--- src/b2i_pkg.sv ---
`timescale 1ns / 1ps
`default_nettype none
// ----------------------------------------------------------------------------
// b2i_pkg
// Shared types and constants of the BGRA to I420 converter.
// ----------------------------------------------------------------------------
package b2i_pkg;

	localparam int CFG_W      = 13;
	localparam int CFG_IDX_W  = 1;
	localparam int DIM_W      = CFG_W + 1;
	localparam int LUMA_W     = 24;
	localparam int CHROMA_W   = 22;
	localparam int SUM_W      = 18;

	localparam logic [CFG_IDX_W-1:0] REG_FRAME_WIDTH  = 1'd0;
	localparam logic [CFG_IDX_W-1:0] REG_FRAME_HEIGHT = 1'd1;

	localparam logic [CFG_W-1:0] FRAME_WIDTH_RST  = 13'd640;
	localparam logic [CFG_W-1:0] FRAME_HEIGHT_RST = 13'd480;

	localparam logic [1:0] PLANE_Y = 2'd0;
	localparam logic [1:0] PLANE_U = 2'd1;
	localparam logic [1:0] PLANE_V = 2'd2;

	// BT.601 integer weights.
	localparam logic signed [SUM_W-1:0] K_YR = 18'sd66;
	localparam logic signed [SUM_W-1:0] K_YG = 18'sd129;
	localparam logic signed [SUM_W-1:0] K_YB = 18'sd25;
	localparam logic signed [SUM_W-1:0] K_UR = -18'sd38;
	localparam logic signed [SUM_W-1:0] K_UG = -18'sd74;
	localparam logic signed [SUM_W-1:0] K_UB = 18'sd112;
	localparam logic signed [SUM_W-1:0] K_VR = 18'sd112;
	localparam logic signed [SUM_W-1:0] K_VG = -18'sd94;
	localparam logic signed [SUM_W-1:0] K_VB = -18'sd18;
	localparam logic [7:0] Y_BIAS = 8'd16;
	localparam logic [7:0] C_BIAS = 8'd128;

	typedef struct packed {
		logic [7:0]          blue;
		logic [7:0]          green;
		logic [7:0]          red;
		logic [LUMA_W-1:0]   luma_pos;
		logic [CHROMA_W-1:0] chroma_pos;
		logic                has_chroma;
		logic                frame_end;
	} pixel_job_t;

	typedef struct packed {
		logic       valid;
		pixel_job_t job;
	} queue_head_t;

	typedef enum logic [1:0] {
		PH_EMPTY,
		PH_Y,
		PH_U,
		PH_V
	} phase_t;

endpackage
`default_nettype wire

--- src/b2i_front.sv ---
`timescale 1ns / 1ps
`default_nettype none
// ----------------------------------------------------------------------------
// b2i_front
// Holds the frame geometry and raster counters and tags each pixel beat.
// ----------------------------------------------------------------------------
module b2i_front import b2i_pkg::*; #(
	parameter int MAX_WIDTH  = 4096,
	parameter int MAX_HEIGHT = 4096
) (
	input  wire logic                 clk,
	input  wire logic                 arst_n,
	input  wire logic                 cfg_write_en,
	input  wire logic [CFG_IDX_W-1:0] cfg_index,
	input  wire logic [CFG_W-1:0]     cfg_data,
	input  wire logic                 pixel_valid,
	output      logic                 pixel_ready,
	input  wire logic [7:0]           blue,
	input  wire logic [7:0]           green,
	input  wire logic [7:0]           red,
	input  wire logic                 push_ready,
	output      logic                 push,
	output      pixel_job_t           push_job
);

	localparam int COL_W = (MAX_WIDTH > 2) ? $clog2(MAX_WIDTH) : 1;
	localparam int ROW_W = (MAX_HEIGHT > 2) ? $clog2(MAX_HEIGHT) : 1;
	localparam logic [DIM_W-1:0] MAX_W_D = DIM_W'(MAX_WIDTH);
	localparam logic [DIM_W-1:0] MAX_H_D = DIM_W'(MAX_HEIGHT);

	logic [CFG_W-1:0]    frame_width_q;
	logic [CFG_W-1:0]    frame_height_q;
	logic [COL_W-1:0]    column_q;
	logic [ROW_W-1:0]    row_q;
	logic [LUMA_W-1:0]   luma_pos_q;
	logic [CHROMA_W-1:0] chroma_pos_q;

	logic [DIM_W-1:0] eff_width;
	logic [DIM_W-1:0] eff_height;
	logic             row_end;
	logic             frame_end;
	logic             has_chroma;

	always_ff @(posedge clk or negedge arst_n) begin
		if (!arst_n) begin
			frame_width_q  <= FRAME_WIDTH_RST;
			frame_height_q <= FRAME_HEIGHT_RST;
		end else if (cfg_write_en) begin
			unique case (cfg_index)
				REG_FRAME_WIDTH:  frame_width_q  <= cfg_data;
				REG_FRAME_HEIGHT: frame_height_q <= cfg_data;
				default: ;
			endcase
		end
	end

	always_comb begin
		eff_width  = ({1'b0, frame_width_q} < MAX_W_D) ? {1'b0, frame_width_q} : MAX_W_D;
		eff_height = ({1'b0, frame_height_q} < MAX_H_D) ? {1'b0, frame_height_q} : MAX_H_D;
		// A zero register behaves like one: the compare is on count plus one.
		row_end    = (DIM_W'(column_q) + DIM_W'(1)) >= eff_width;
		frame_end  = row_end && ((DIM_W'(row_q) + DIM_W'(1)) >= eff_height);
		has_chroma = !row_q[0] && !column_q[0];
	end

	assign pixel_ready = push_ready;
	assign push        = pixel_valid && push_ready;

	always_comb begin
		push_job.blue       = blue;
		push_job.green      = green;
		push_job.red        = red;
		push_job.luma_pos   = luma_pos_q;
		push_job.chroma_pos = chroma_pos_q;
		push_job.has_chroma = has_chroma;
		push_job.frame_end  = frame_end;
	end

	always_ff @(posedge clk or negedge arst_n) begin
		if (!arst_n) begin
			column_q     <= '0;
			row_q        <= '0;
			luma_pos_q   <= '0;
			chroma_pos_q <= '0;
		end else if (push) begin
			if (frame_end) begin
				column_q     <= '0;
				row_q        <= '0;
				luma_pos_q   <= '0;
				chroma_pos_q <= '0;
			end else begin
				luma_pos_q <= luma_pos_q + LUMA_W'(1);
				if (has_chroma) begin
					chroma_pos_q <= chroma_pos_q + CHROMA_W'(1);
				end
				if (row_end) begin
					column_q <= '0;
					row_q    <= row_q + ROW_W'(1);
				end else begin
					column_q <= column_q + COL_W'(1);
				end
			end
		end
	end

endmodule
`default_nettype wire

--- src/b2i_fifo.sv ---
`timescale 1ns / 1ps
`default_nettype none
// ----------------------------------------------------------------------------
// b2i_fifo
// Short queue of tagged pixels between the front and the back.
// ----------------------------------------------------------------------------
module b2i_fifo import b2i_pkg::*; (
	input  wire logic        clk,
	input  wire logic        arst_n,
	input  wire logic        push,
	input  wire pixel_job_t  push_job,
	output      logic        push_ready,
	input  wire logic        pop,
	output      queue_head_t head
);

	localparam int DEPTH = 4;
	localparam int PTR_W = $clog2(DEPTH);

	pixel_job_t       slot_q [DEPTH];
	logic [PTR_W-1:0] wr_ptr_q;
	logic [PTR_W-1:0] rd_ptr_q;
	logic [PTR_W:0]   count_q;

	assign push_ready = count_q != (PTR_W+1)'(DEPTH);
	assign head.valid = count_q != '0;
	assign head.job   = slot_q[rd_ptr_q];

	always_ff @(posedge clk) begin
		if (push) begin
			slot_q[wr_ptr_q] <= push_job;
		end
	end

	always_ff @(posedge clk or negedge arst_n) begin
		if (!arst_n) begin
			wr_ptr_q <= '0;
			rd_ptr_q <= '0;
			count_q  <= '0;
		end else begin
			if (push) begin
				wr_ptr_q <= wr_ptr_q + PTR_W'(1);
			end
			if (pop) begin
				rd_ptr_q <= rd_ptr_q + PTR_W'(1);
			end
			if (push && !pop) begin
				count_q <= count_q + (PTR_W+1)'(1);
			end else if (pop && !push) begin
				count_q <= count_q - (PTR_W+1)'(1);
			end
		end
	end

endmodule
`default_nettype wire

--- src/b2i_back.sv ---
`timescale 1ns / 1ps
`default_nettype none
// ----------------------------------------------------------------------------
// b2i_back
// Converts one queued pixel to Y, U and V and emits its samples in order.
// ----------------------------------------------------------------------------
module b2i_back import b2i_pkg::*; (
	input  wire logic        clk,
	input  wire logic        arst_n,
	input  wire queue_head_t head,
	output      logic        pop,
	output      logic        result_valid,
	input  wire logic        result_ready,
	output      logic [1:0]  plane,
	output      logic [23:0] plane_offset,
	output      logic [7:0]  sample,
	output      logic        last_of_pixel,
	output      logic        last_of_frame
);

	phase_t              phase_q;
	phase_t              phase_d;
	logic [7:0]          y_q;
	logic [7:0]          u_q;
	logic [7:0]          v_q;
	logic [LUMA_W-1:0]   luma_pos_q;
	logic [CHROMA_W-1:0] chroma_pos_q;
	logic                has_chroma_q;
	logic                frame_end_q;

	logic signed [SUM_W-1:0] r_s;
	logic signed [SUM_W-1:0] g_s;
	logic signed [SUM_W-1:0] b_s;
	logic signed [SUM_W-1:0] y_sum;
	logic signed [SUM_W-1:0] u_sum;
	logic signed [SUM_W-1:0] v_sum;

	logic        out_free;
	logic        emit;
	logic        last;
	logic        load;
	logic [1:0]  plane_d;
	logic [23:0] offset_d;
	logic [7:0]  sample_d;

	// Bits 15:8 of the sum are the floor shift by eight, kept to a byte.
	always_comb begin
		r_s   = $signed({10'd0, head.job.red});
		g_s   = $signed({10'd0, head.job.green});
		b_s   = $signed({10'd0, head.job.blue});
		y_sum = K_YR * r_s + K_YG * g_s + K_YB * b_s;
		u_sum = K_UR * r_s + K_UG * g_s + K_UB * b_s;
		v_sum = K_VR * r_s + K_VG * g_s + K_VB * b_s;
	end

	always_comb begin
		out_free = !result_valid || result_ready;
		emit     = 1'b0;
		last     = 1'b0;
		plane_d  = PLANE_Y;
		offset_d = luma_pos_q;
		sample_d = y_q;
		unique case (phase_q)
			PH_EMPTY: begin
				emit = 1'b0;
			end
			PH_Y: begin
				emit = out_free;
				last = !has_chroma_q;
			end
			PH_U: begin
				emit     = out_free;
				plane_d  = PLANE_U;
				offset_d = {2'b00, chroma_pos_q};
				sample_d = u_q;
			end
			PH_V: begin
				emit     = out_free;
				last     = 1'b1;
				plane_d  = PLANE_V;
				offset_d = {2'b00, chroma_pos_q};
				sample_d = v_q;
			end
			default: ;
		endcase
		load = head.valid && ((phase_q == PH_EMPTY) || (emit && last));
		pop  = load;

		phase_d = phase_q;
		if (load) begin
			phase_d = PH_Y;
		end else if (emit && last) begin
			phase_d = PH_EMPTY;
		end else if (emit) begin
			phase_d = (phase_q == PH_Y) ? PH_U : PH_V;
		end
	end

	always_ff @(posedge clk or negedge arst_n) begin
		if (!arst_n) begin
			phase_q <= PH_EMPTY;
		end else begin
			phase_q <= phase_d;
		end
	end

	always_ff @(posedge clk) begin
		if (load) begin
			y_q          <= y_sum[15:8] + Y_BIAS;
			u_q          <= u_sum[15:8] + C_BIAS;
			v_q          <= v_sum[15:8] + C_BIAS;
			luma_pos_q   <= head.job.luma_pos;
			chroma_pos_q <= head.job.chroma_pos;
			has_chroma_q <= head.job.has_chroma;
			frame_end_q  <= head.job.frame_end;
		end
	end

	always_ff @(posedge clk or negedge arst_n) begin
		if (!arst_n) begin
			result_valid <= 1'b0;
		end else if (emit) begin
			result_valid <= 1'b1;
		end else if (result_ready) begin
			result_valid <= 1'b0;
		end
	end

	always_ff @(posedge clk) begin
		if (emit) begin
			plane         <= plane_d;
			plane_offset  <= offset_d;
			sample        <= sample_d;
			last_of_pixel <= last;
			last_of_frame <= last && frame_end_q;
		end
	end

endmodule
`default_nettype wire

--- src/bgra_to_i420_converter_core.sv ---
`timescale 1ns / 1ps
`default_nettype none
// ----------------------------------------------------------------------------
// bgra_to_i420_converter_core
// BT.601 pixel to planar I420 converter, one sample per result beat.
// ----------------------------------------------------------------------------
//  channel  | handshake                   | payload
//  ---------+-----------------------------+------------------------------------
//  pixel    | pixel_valid / pixel_ready   | blue, green, red
//  result   | result_valid / result_ready | plane, plane_offset, sample,
//           |                             | last_of_pixel, last_of_frame
//  config   | cfg_write_en                | cfg_index, cfg_data
//
// The result port gives one beat per cycle while pixels are queued and
// result_ready is high. A pixel on an even row and even column gives three
// beats (Y, U, V), any other pixel one, so a 2x2 block gives six beats.
// Pixels enter a four-entry queue at one per cycle while it has room. Reset
// sets the geometry to 640 by 480 and starts at the top-left pixel.
// ----------------------------------------------------------------------------
module bgra_to_i420_converter_core import b2i_pkg::*; #(
	parameter int MAX_WIDTH  = 4096,
	parameter int MAX_HEIGHT = 4096
) (
	input  wire logic                 clk,
	input  wire logic                 arst_n,
	input  wire logic                 cfg_write_en,
	input  wire logic [CFG_IDX_W-1:0] cfg_index,
	input  wire logic [CFG_W-1:0]     cfg_data,
	input  wire logic                 pixel_valid,
	output      logic                 pixel_ready,
	input  wire logic [7:0]           blue,
	input  wire logic [7:0]           green,
	input  wire logic [7:0]           red,
	output      logic                 result_valid,
	input  wire logic                 result_ready,
	output      logic [1:0]           plane,
	output      logic [23:0]          plane_offset,
	output      logic [7:0]           sample,
	output      logic                 last_of_pixel,
	output      logic                 last_of_frame
);

	logic        push;
	logic        push_ready;
	pixel_job_t  push_job;
	logic        pop;
	queue_head_t head;

	b2i_front #(
		.MAX_WIDTH  (MAX_WIDTH),
		.MAX_HEIGHT (MAX_HEIGHT)
	) u_front (
		.clk          (clk),
		.arst_n       (arst_n),
		.cfg_write_en (cfg_write_en),
		.cfg_index    (cfg_index),
		.cfg_data     (cfg_data),
		.pixel_valid  (pixel_valid),
		.pixel_ready  (pixel_ready),
		.blue         (blue),
		.green        (green),
		.red          (red),
		.push_ready   (push_ready),
		.push         (push),
		.push_job     (push_job)
	);

	b2i_fifo u_fifo (
		.clk        (clk),
		.arst_n     (arst_n),
		.push       (push),
		.push_job   (push_job),
		.push_ready (push_ready),
		.pop        (pop),
		.head       (head)
	);

	b2i_back u_back (
		.clk           (clk),
		.arst_n        (arst_n),
		.head          (head),
		.pop           (pop),
		.result_valid  (result_valid),
		.result_ready  (result_ready),
		.plane         (plane),
		.plane_offset  (plane_offset),
		.sample        (sample),
		.last_of_pixel (last_of_pixel),
		.last_of_frame (last_of_frame)
	);

endmodule
`default_nettype wire
--- config.mk ---
export PLATFORM = sky130hd
export DESIGN_NAME = bgra_to_i420_converter_core
export DESIGN_NICKNAME = d
export VERILOG_FILES = /design/src/b2i_pkg.sv /design/src/b2i_front.sv /design/src/b2i_fifo.sv /design/src/b2i_back.sv /design/src/bgra_to_i420_converter_core.sv
export SDC_FILE = /design/constraint.sdc
export NUM_CORES = 1
export LEC_CHECK = 0
export ABC_CLOCK_PERIOD_IN_PS = 12200
export BUFFER_PORTS_ARGS = -buffer_cell sky130_fd_sc_hd__buf_4
export CORE_MARGIN = 2
export CORE_UTILIZATION = 46
export DETAILED_ROUTE_END_ITERATION = 7
export REMOVE_ABC_BUFFERS = 1
export SYNTH_ARGS = -nofsm -noshare
export SYNTH_HDL_FRONTEND = slang
export SYNTH_SLANG_ARGS = --single-unit
--- constraint.sdc ---
create_clock -name clk -period 12.2 [get_ports clk]
set_clock_uncertainty 0.2 [all_clocks]
set_input_delay 0.61 -clock clk [delete_from_list [all_inputs] [get_ports clk]]
set_output_delay 0.61 -clock clk [all_outputs]
set_load 0.01 [all_outputs]
-- Yosys cells after proc, flatten, opt, wreduce, memory -nomap -nowiden
Memories as Yosys holds them, arrays and structs flattened.
Index checks and enable logic that the tools add are counted.
- add/subtract/negate cells: 19
- $mul: 9
- order comparisons: 4
- equality and inequality tests: 4
- muxes and demuxes: 24
- bitwise gates (word level): 1
- reduce and logical (&&, ||, !) cells: 29
- operators with widths (operator ; count):
    adder 16 bit ; 6
    2-to-1 mux 22 bit ; 3
    2-to-1 mux 12 bit ; 4
    multiplier 7 x 9 -> 15 bit (first input constant) ; 2
    greater-or-equal comparator 14 bit ; 2
    adder 12 x 1 -> 13 bit (second input constant) ; 2
    < comparator 13 bit (second input constant) ; 2
    2-to-1 mux 13 bit ; 2
    adder 12 x 1 -> 12 bit (second input constant) ; 2
    adder 24 x 1 -> 24 bit (second input constant) ; 1
    2-to-1 mux 24 bit ; 1
    adder 22 x 1 -> 22 bit (second input constant) ; 1
    multiplier 3 x 8 -> 11 bit (first input constant) ; 2
    adder 8 bit (second input constant) ; 2
    multiplier 8 x 8 -> 16 bit (first input constant) ; 1
    case mux 8 bit (2 select lines) ; 1
    multiplier 6 x 9 -> 15 bit (first input constant) ; 1
    multiplier 5 x 9 -> 14 bit (first input constant) ; 1
    multiplier 6 x 8 -> 14 bit (first input constant) ; 1
    multiplier 5 x 8 -> 13 bit (first input constant) ; 1
    adder 8 x 5 -> 8 bit (second input constant) ; 1
    logical AND 1 bit ; 8
    AND reduction 2 bit ; 4
    nonzero test 2 bit ; 4
    18 further kinds ; 35
- register bits: 214
- memory bits (writable): 288
- input bits: 43
- output and inout bits: 38
- logic and storage cells: 115
- memories kept: 1
- memories (memory ; words ; bits a word ; read ports ; clocked after Yosys merged registers in ; write ports ; line ; text):
    u_fifo.slot_q ; 4 ; 72 ; 1 ; 0 ; 1 ; b2i_fifo.sv:20 ; pixel_job_t slot_q [DEPTH];

-- Depth between registers and ports, before layout
- depth after elaboration: 9
- depth in mapped cells: 29
- mapped depth without buffers: 27

-- Cells and area by module
Synthesis repeated with hierarchy kept, for this count alone.
- cell total of the unflattened synthesis: 2052
- area total of the unflattened synthesis: 28160.8 um^2
- modules (own cells, without submodules) (module ; instances ; cells an instance ; area each (um^2) ; seq. area each (um^2)):
    b2i_back ; 1 ; 1050 ; 11811.3 ; 3318.2
    b2i_fifo ; 1 ; 411 ; 10787.8 ; 8823.5
    b2i_front ; 1 ; 591 ; 5561.6 ; 2409.8

-- Worst setup path before layout
OpenSTA, ideal clock, no wires.
- path kind: reg-to-reg
- start: register u_fifo.rd_ptr_q[0]
- end: register u_back.u_q[7], data pin
- library setup time: 260 ps
- arrival: 6473 ps
- required time: 11740 ps
- setup slack: 5267 ps
- cell stages (with the launch flop): 25
- buffers on the path: 2
- clock period less this slack: 6933 ps
- path through: dfrtp_1 buf_6 buf_1 mux4_2 ha_1 inv_1 fa_1 fa_1 inv_1 fa_1 inv_1 ha_1 a21boi_0 o21ai_0 nand2b_1 xor2_1 fa_1 ha_1 nand3_1 nand2_1 a41o_1 o41a_1 a21oi_2 o21bai_1 xnor2_1
- longest elaborated chain between the ends: 5
- elaborated cells on any way between the ends: 7
- those cells by class: add/sub: 3; mul: 3; memory: 1
- RTL lines (element ; line ; text):
    start, declared ; b2i_fifo.sv:22 ; logic [PTR_W-1:0] rd_ptr_q;
    start signal, assigned ; b2i_fifo.sv:45 ; rd_ptr_q <= rd_ptr_q + PTR_W'(1);
    memory read (4 x 72 bit) (*) ; -- ;
    multiplier 6 x 9 -> 15 bit / multiplier 7 x 9 -> 15 bit (equally long branches) ; b2i_back.sv:52 ; u_sum = K_UR * r_s + K_UG * g_s + K_UB * b_s;
    adder 16 bit ; b2i_back.sv:52 ;
    adder 16 bit (*) ; b2i_back.sv:52 ;
    adder 8 bit (*) ; b2i_back.sv:110 ; u_q <= u_sum[15:8] + C_BIAS;
    end signal, assigned ; b2i_back.sv:110 ;
    end, declared ; b2i_back.sv:24 ; logic [7:0] u_q;
Mark *: on every way between the ends. The rest lies on a longest branch, timed or not.
A chain may end at the register's enable or synchronous reset.

-- Final worst setup path
Same ends and word-level chain as after synthesis.

==> out/metrics.yaml <==
synthesis:
  synth_area_sq_mm: 0.0277
  ys_ff_latch: 502
  synth_top_family_by_area: "adder cells"
  synth_top_area_share_pct: 42.9
  synth_ff_type: "edfxtp_1"
  synthCells: 1992
  syn_avg_cell_area_sq_um: 13.9
  synth-compound-area-share_pct: 4.81
  synth_top_cell_by_area: "edfxtp_1"
  ys_seq_area_share_pct: 52.5
  synth_fa_ha_area_share_pct: 20.4
  synth.most_common_cell: "edfxtp_1"
  synthSimpleGateAreaFrac_pct: 5.69
  synthMuxAreaShare_pct: 8.10
  synthXorXnorAreaFrac_pct: 4.59
  yosys_warnings: 0
  synthDistinctLibCells: 62
  synth-edff-count: 396
  synth_top_cells_by_count: "edfxtp_1 (396), ha_1 (295), inv_1 (242)"
  synth_area_leaders: "edfxtp_1 (43%), ha_1 (13%), dfrtp_1 (9.0%)"
  ys_async_sr_fraction_pct: 21.1
layout:
  nFillCells: 4931
  final_util_pct: 52.7
  area_growth_pct: 12.8
  drive_gt1_share_pct: 15.1
  nets: 2550
  final_cell_count_no_fill: 2932
  n_antenna_cell: 0
timing:
  min_period_over_period_pct: 66.2
  tightest_slew_ns: 1.17
  slew_headroom_pct: 21.9
  tns_ns: 0
  holdWs_ns: 0.0347
  fin_crit_ns: 8.08
  final-hold-violation-count: 0
  finalSetupViolations: 0
  rsz0062_at_grt: "false"
  maxSlewViolCount: 0
  clock.fmax_ghz: 0.124
critical_path:
  cp_top_family: "adder cells"
  r2r_end: "u_back.u_q[7]"
  cpMaxStageDelayCell: "dfrtp_4"
  critPathKind: "flip-flop to flip-flop"
  required_ns: 12.34
  slowest_delay_ns: 0.90
  cp_cell_sequence: "buf_4 -> mux4_2 -> ha_1 -> fa_1 -> fa_1 -> inv_1 -> fa_1 -> inv_1 -> ha_1 -> a21boi_0 -> o21ai_0 -> nand2b_1 -> xor2_1 -> fa_1 -> ha_1 -> nand3_1 -> nand2_1 -> a41o_1 -> o41a_1 -> a21oi_2 -> o21bai_1 -> xnor2_1"
  cpMostUsedCell: "fa_1"
  r2r_start: "u_fifo.rd_ptr_q[0]"
  path_max_fanout: 41
  ff2ff_path_depth: 22
  startpoint: "u_fifo.rd_ptr_q[0]"
  cp-end-kind: "flip-flop"
  path_buf_inv: 3
  r2r_setup_slack_ns: 4.12
  start_kind: "flip-flop"
  cp.arrival_ns: 8.22
worst_hold_path:
  hold_class: "input port to flip-flop"
  hold_depth: 1
  min_from: "blue[1]"
  hold_end: "u_fifo.slot_q[2][65]"
placement:
  hpwl_um: 40200
  gp_congestion: 0.827
  numPortBuffers: 80
  dp_cells: 2817
routing:
  wl_um: 57600
  wl_per_cell_um: 19.7
  drtPass1Iterations: 5
  vias: 15500
  route.detailed.drc: 0
  routed_via_density: 5.28
  drt-initial-drc-count: 880
  drtAntennaViolNets: 0
clocking:
  htreeDepth: 2
  cts.clk_slew.worst_paths_ns: 0.07
  ctsResizeCount: 0
  clock-root-buffer: "clkbuf_16"
  cts_max_path_buffers: 3
  insertion_delay_ns: 0.63
  post_cts_buffers: 0
  cts-buffers-inserted: 53
  cts_tree: "yes"
  cts.sinks: 502
status:
  status: "finished, final reports clean"
global_routing:
  grt_pass1_vias: 16300
  grt_busiest_layer: "met2"
  antenna_found_initial: 4
  grt_util_met2_pct: 32.6
  grt_max_degree: 66
  grtUsageTotal_pct: 19.0
  grtUsageMet1_pct: 25.6
  grtUsageMet3_pct: 2.58
  grt_first_pass_wirelength_um: 90800
  overflow: 0
die:
  dieHeight_um: 249
  fp.dieW_um: 249
  rows: 89
  ioPinCount: 81
  core_area_sq_mm: 0.0592
  initial_utilization_pct: 46.7
  die-area_sq_mm: 0.0622
run:
  drv_cap: 0
cell usage in the layout, fill, tap and decap left out, types with 72 or more instances in the layout:
| cell | Yosys | layout |
|---|---|---|
| edfxtp_1 | 396 | 396 |
| ha_1 | 295 | 295 |
| inv_1 | 242 | 241 |
| nor2_1 | 109 | 108 |
| fa_1 | 98 | 98 |
| dfrtp_1 | 100 | 97 |
| buf_4 | 0 | 93 |
| xnor2_1 | 84 | 84 |
| nand2_1 | 82 | 82 |
| mux4_2 | 72 | 72 |
layer usage:
metal	share of wire [%]	routed length, um
met1	45	26000
met4	1.9	1080
met5	0.080	46
met3	3.2	1820
met2	50	28700
how the worst max path moves through the flow:
stage | end | slack, ns | depth (start not counted)
6_report | u_back.u_q[7] | 4.12 | 22
5_1_grt | u_back.u_q[7] | 3.51 | 26
4_1_cts | u_back.u_q[7] | 3.93 | 22
3_5_place_dp | u_back.u_q[7] | 3.97 | 22
3_3_place_gp | u_back.u_q[7] | 4.12 | 23
2_1_floorplan | u_back.u_q[7] | 3.33 | 24
stage by stage:
step / cell area (sq um) / setup slack [ns]
after global routing: 31200 / 3.51
after detailed placement: 29200 / 3.97
after CTS: 31200 / 3.93
final: 31200 / 4.12
after global placement: 29200 / 4.12
after floorplan: 27500 / 3.33
kinds of logic after synthesis:
group                    after synthesis
XOR/XNOR                             145
adder cells (fa/ha/maj)              393
AND/OR/NAND/NOR                      335
AO/OA/AOI/OAI                        206
buffers and inverters                283
multiplexers                         128
flip-flops                           502
timing repair:
action | 4_1_cts | 5_1_grt
hold buffers | 15 | 0
endpoints found under the hold margin | 81 | 0
endpoints found under the setup margin | 0 | 0
cell type report:
cell class	instances	area, sq um	share of cell area, %
Clock buffer	69	1490	4.77
Timing Repair Buffer	108	848	2.72
Sequential cell	502	14600	46.6
Inverter	242	910	2.91
Multi-Input combinational cell	1207	12100	38.7
Tap cell	773	967	3.10
Clock inverter	31	362	1.16
worst register-to-register path, cell delays in order, from the launching register on:
cell and delay (ns):
dfrtp_4 0.90, buf_4 0.82, mux4_2 0.76, ha_1 0.40, fa_1 0.50, fa_1 0.54, inv_1 0.05, fa_1 0.52
inv_1 0.04, ha_1 0.32, a21boi_0 0.26, o21ai_0 0.11, nand2b_1 0.13, xor2_1 0.23, fa_1 0.46, ha_1 0.35
nand3_1 0.10, nand2_1 0.05, a41o_1 0.26, o41a_1 0.37, a21oi_2 0.20, o21bai_1 0.10, xnor2_1 0.12
registers in the layout, indices dropped and copies added (netlist names):
name / cells
u_front.frame_width_q: 13
u_back.v_q: 8
u_back.sample: 8
u_fifo.slot_q: 288
u_back.luma_pos_q: 24
u_fifo.wr_ptr_q: 2
u_front.chroma_pos_q: 22
u_back.result_valid: 1
u_back.last_of_pixel: 1
u_back.y_q: 8
u_back.chroma_pos_q: 22
u_back.has_chroma_q: 1
u_front.frame_height_q: 13
u_front.column_q: 12
u_back.phase_q: 2
u_fifo.rd_ptr_q: 2
u_back.last_of_frame: 1
u_back.frame_end_q: 1
u_front.luma_pos_q: 24
u_fifo.count_q: 3
u_back.u_q: 8
u_back.plane: 2
u_front.row_q: 12
u_back.plane_offset: 24
Power is not shown: default switching activity piles up to over one toggle a cycle in this logic, so the estimate is an artifact.
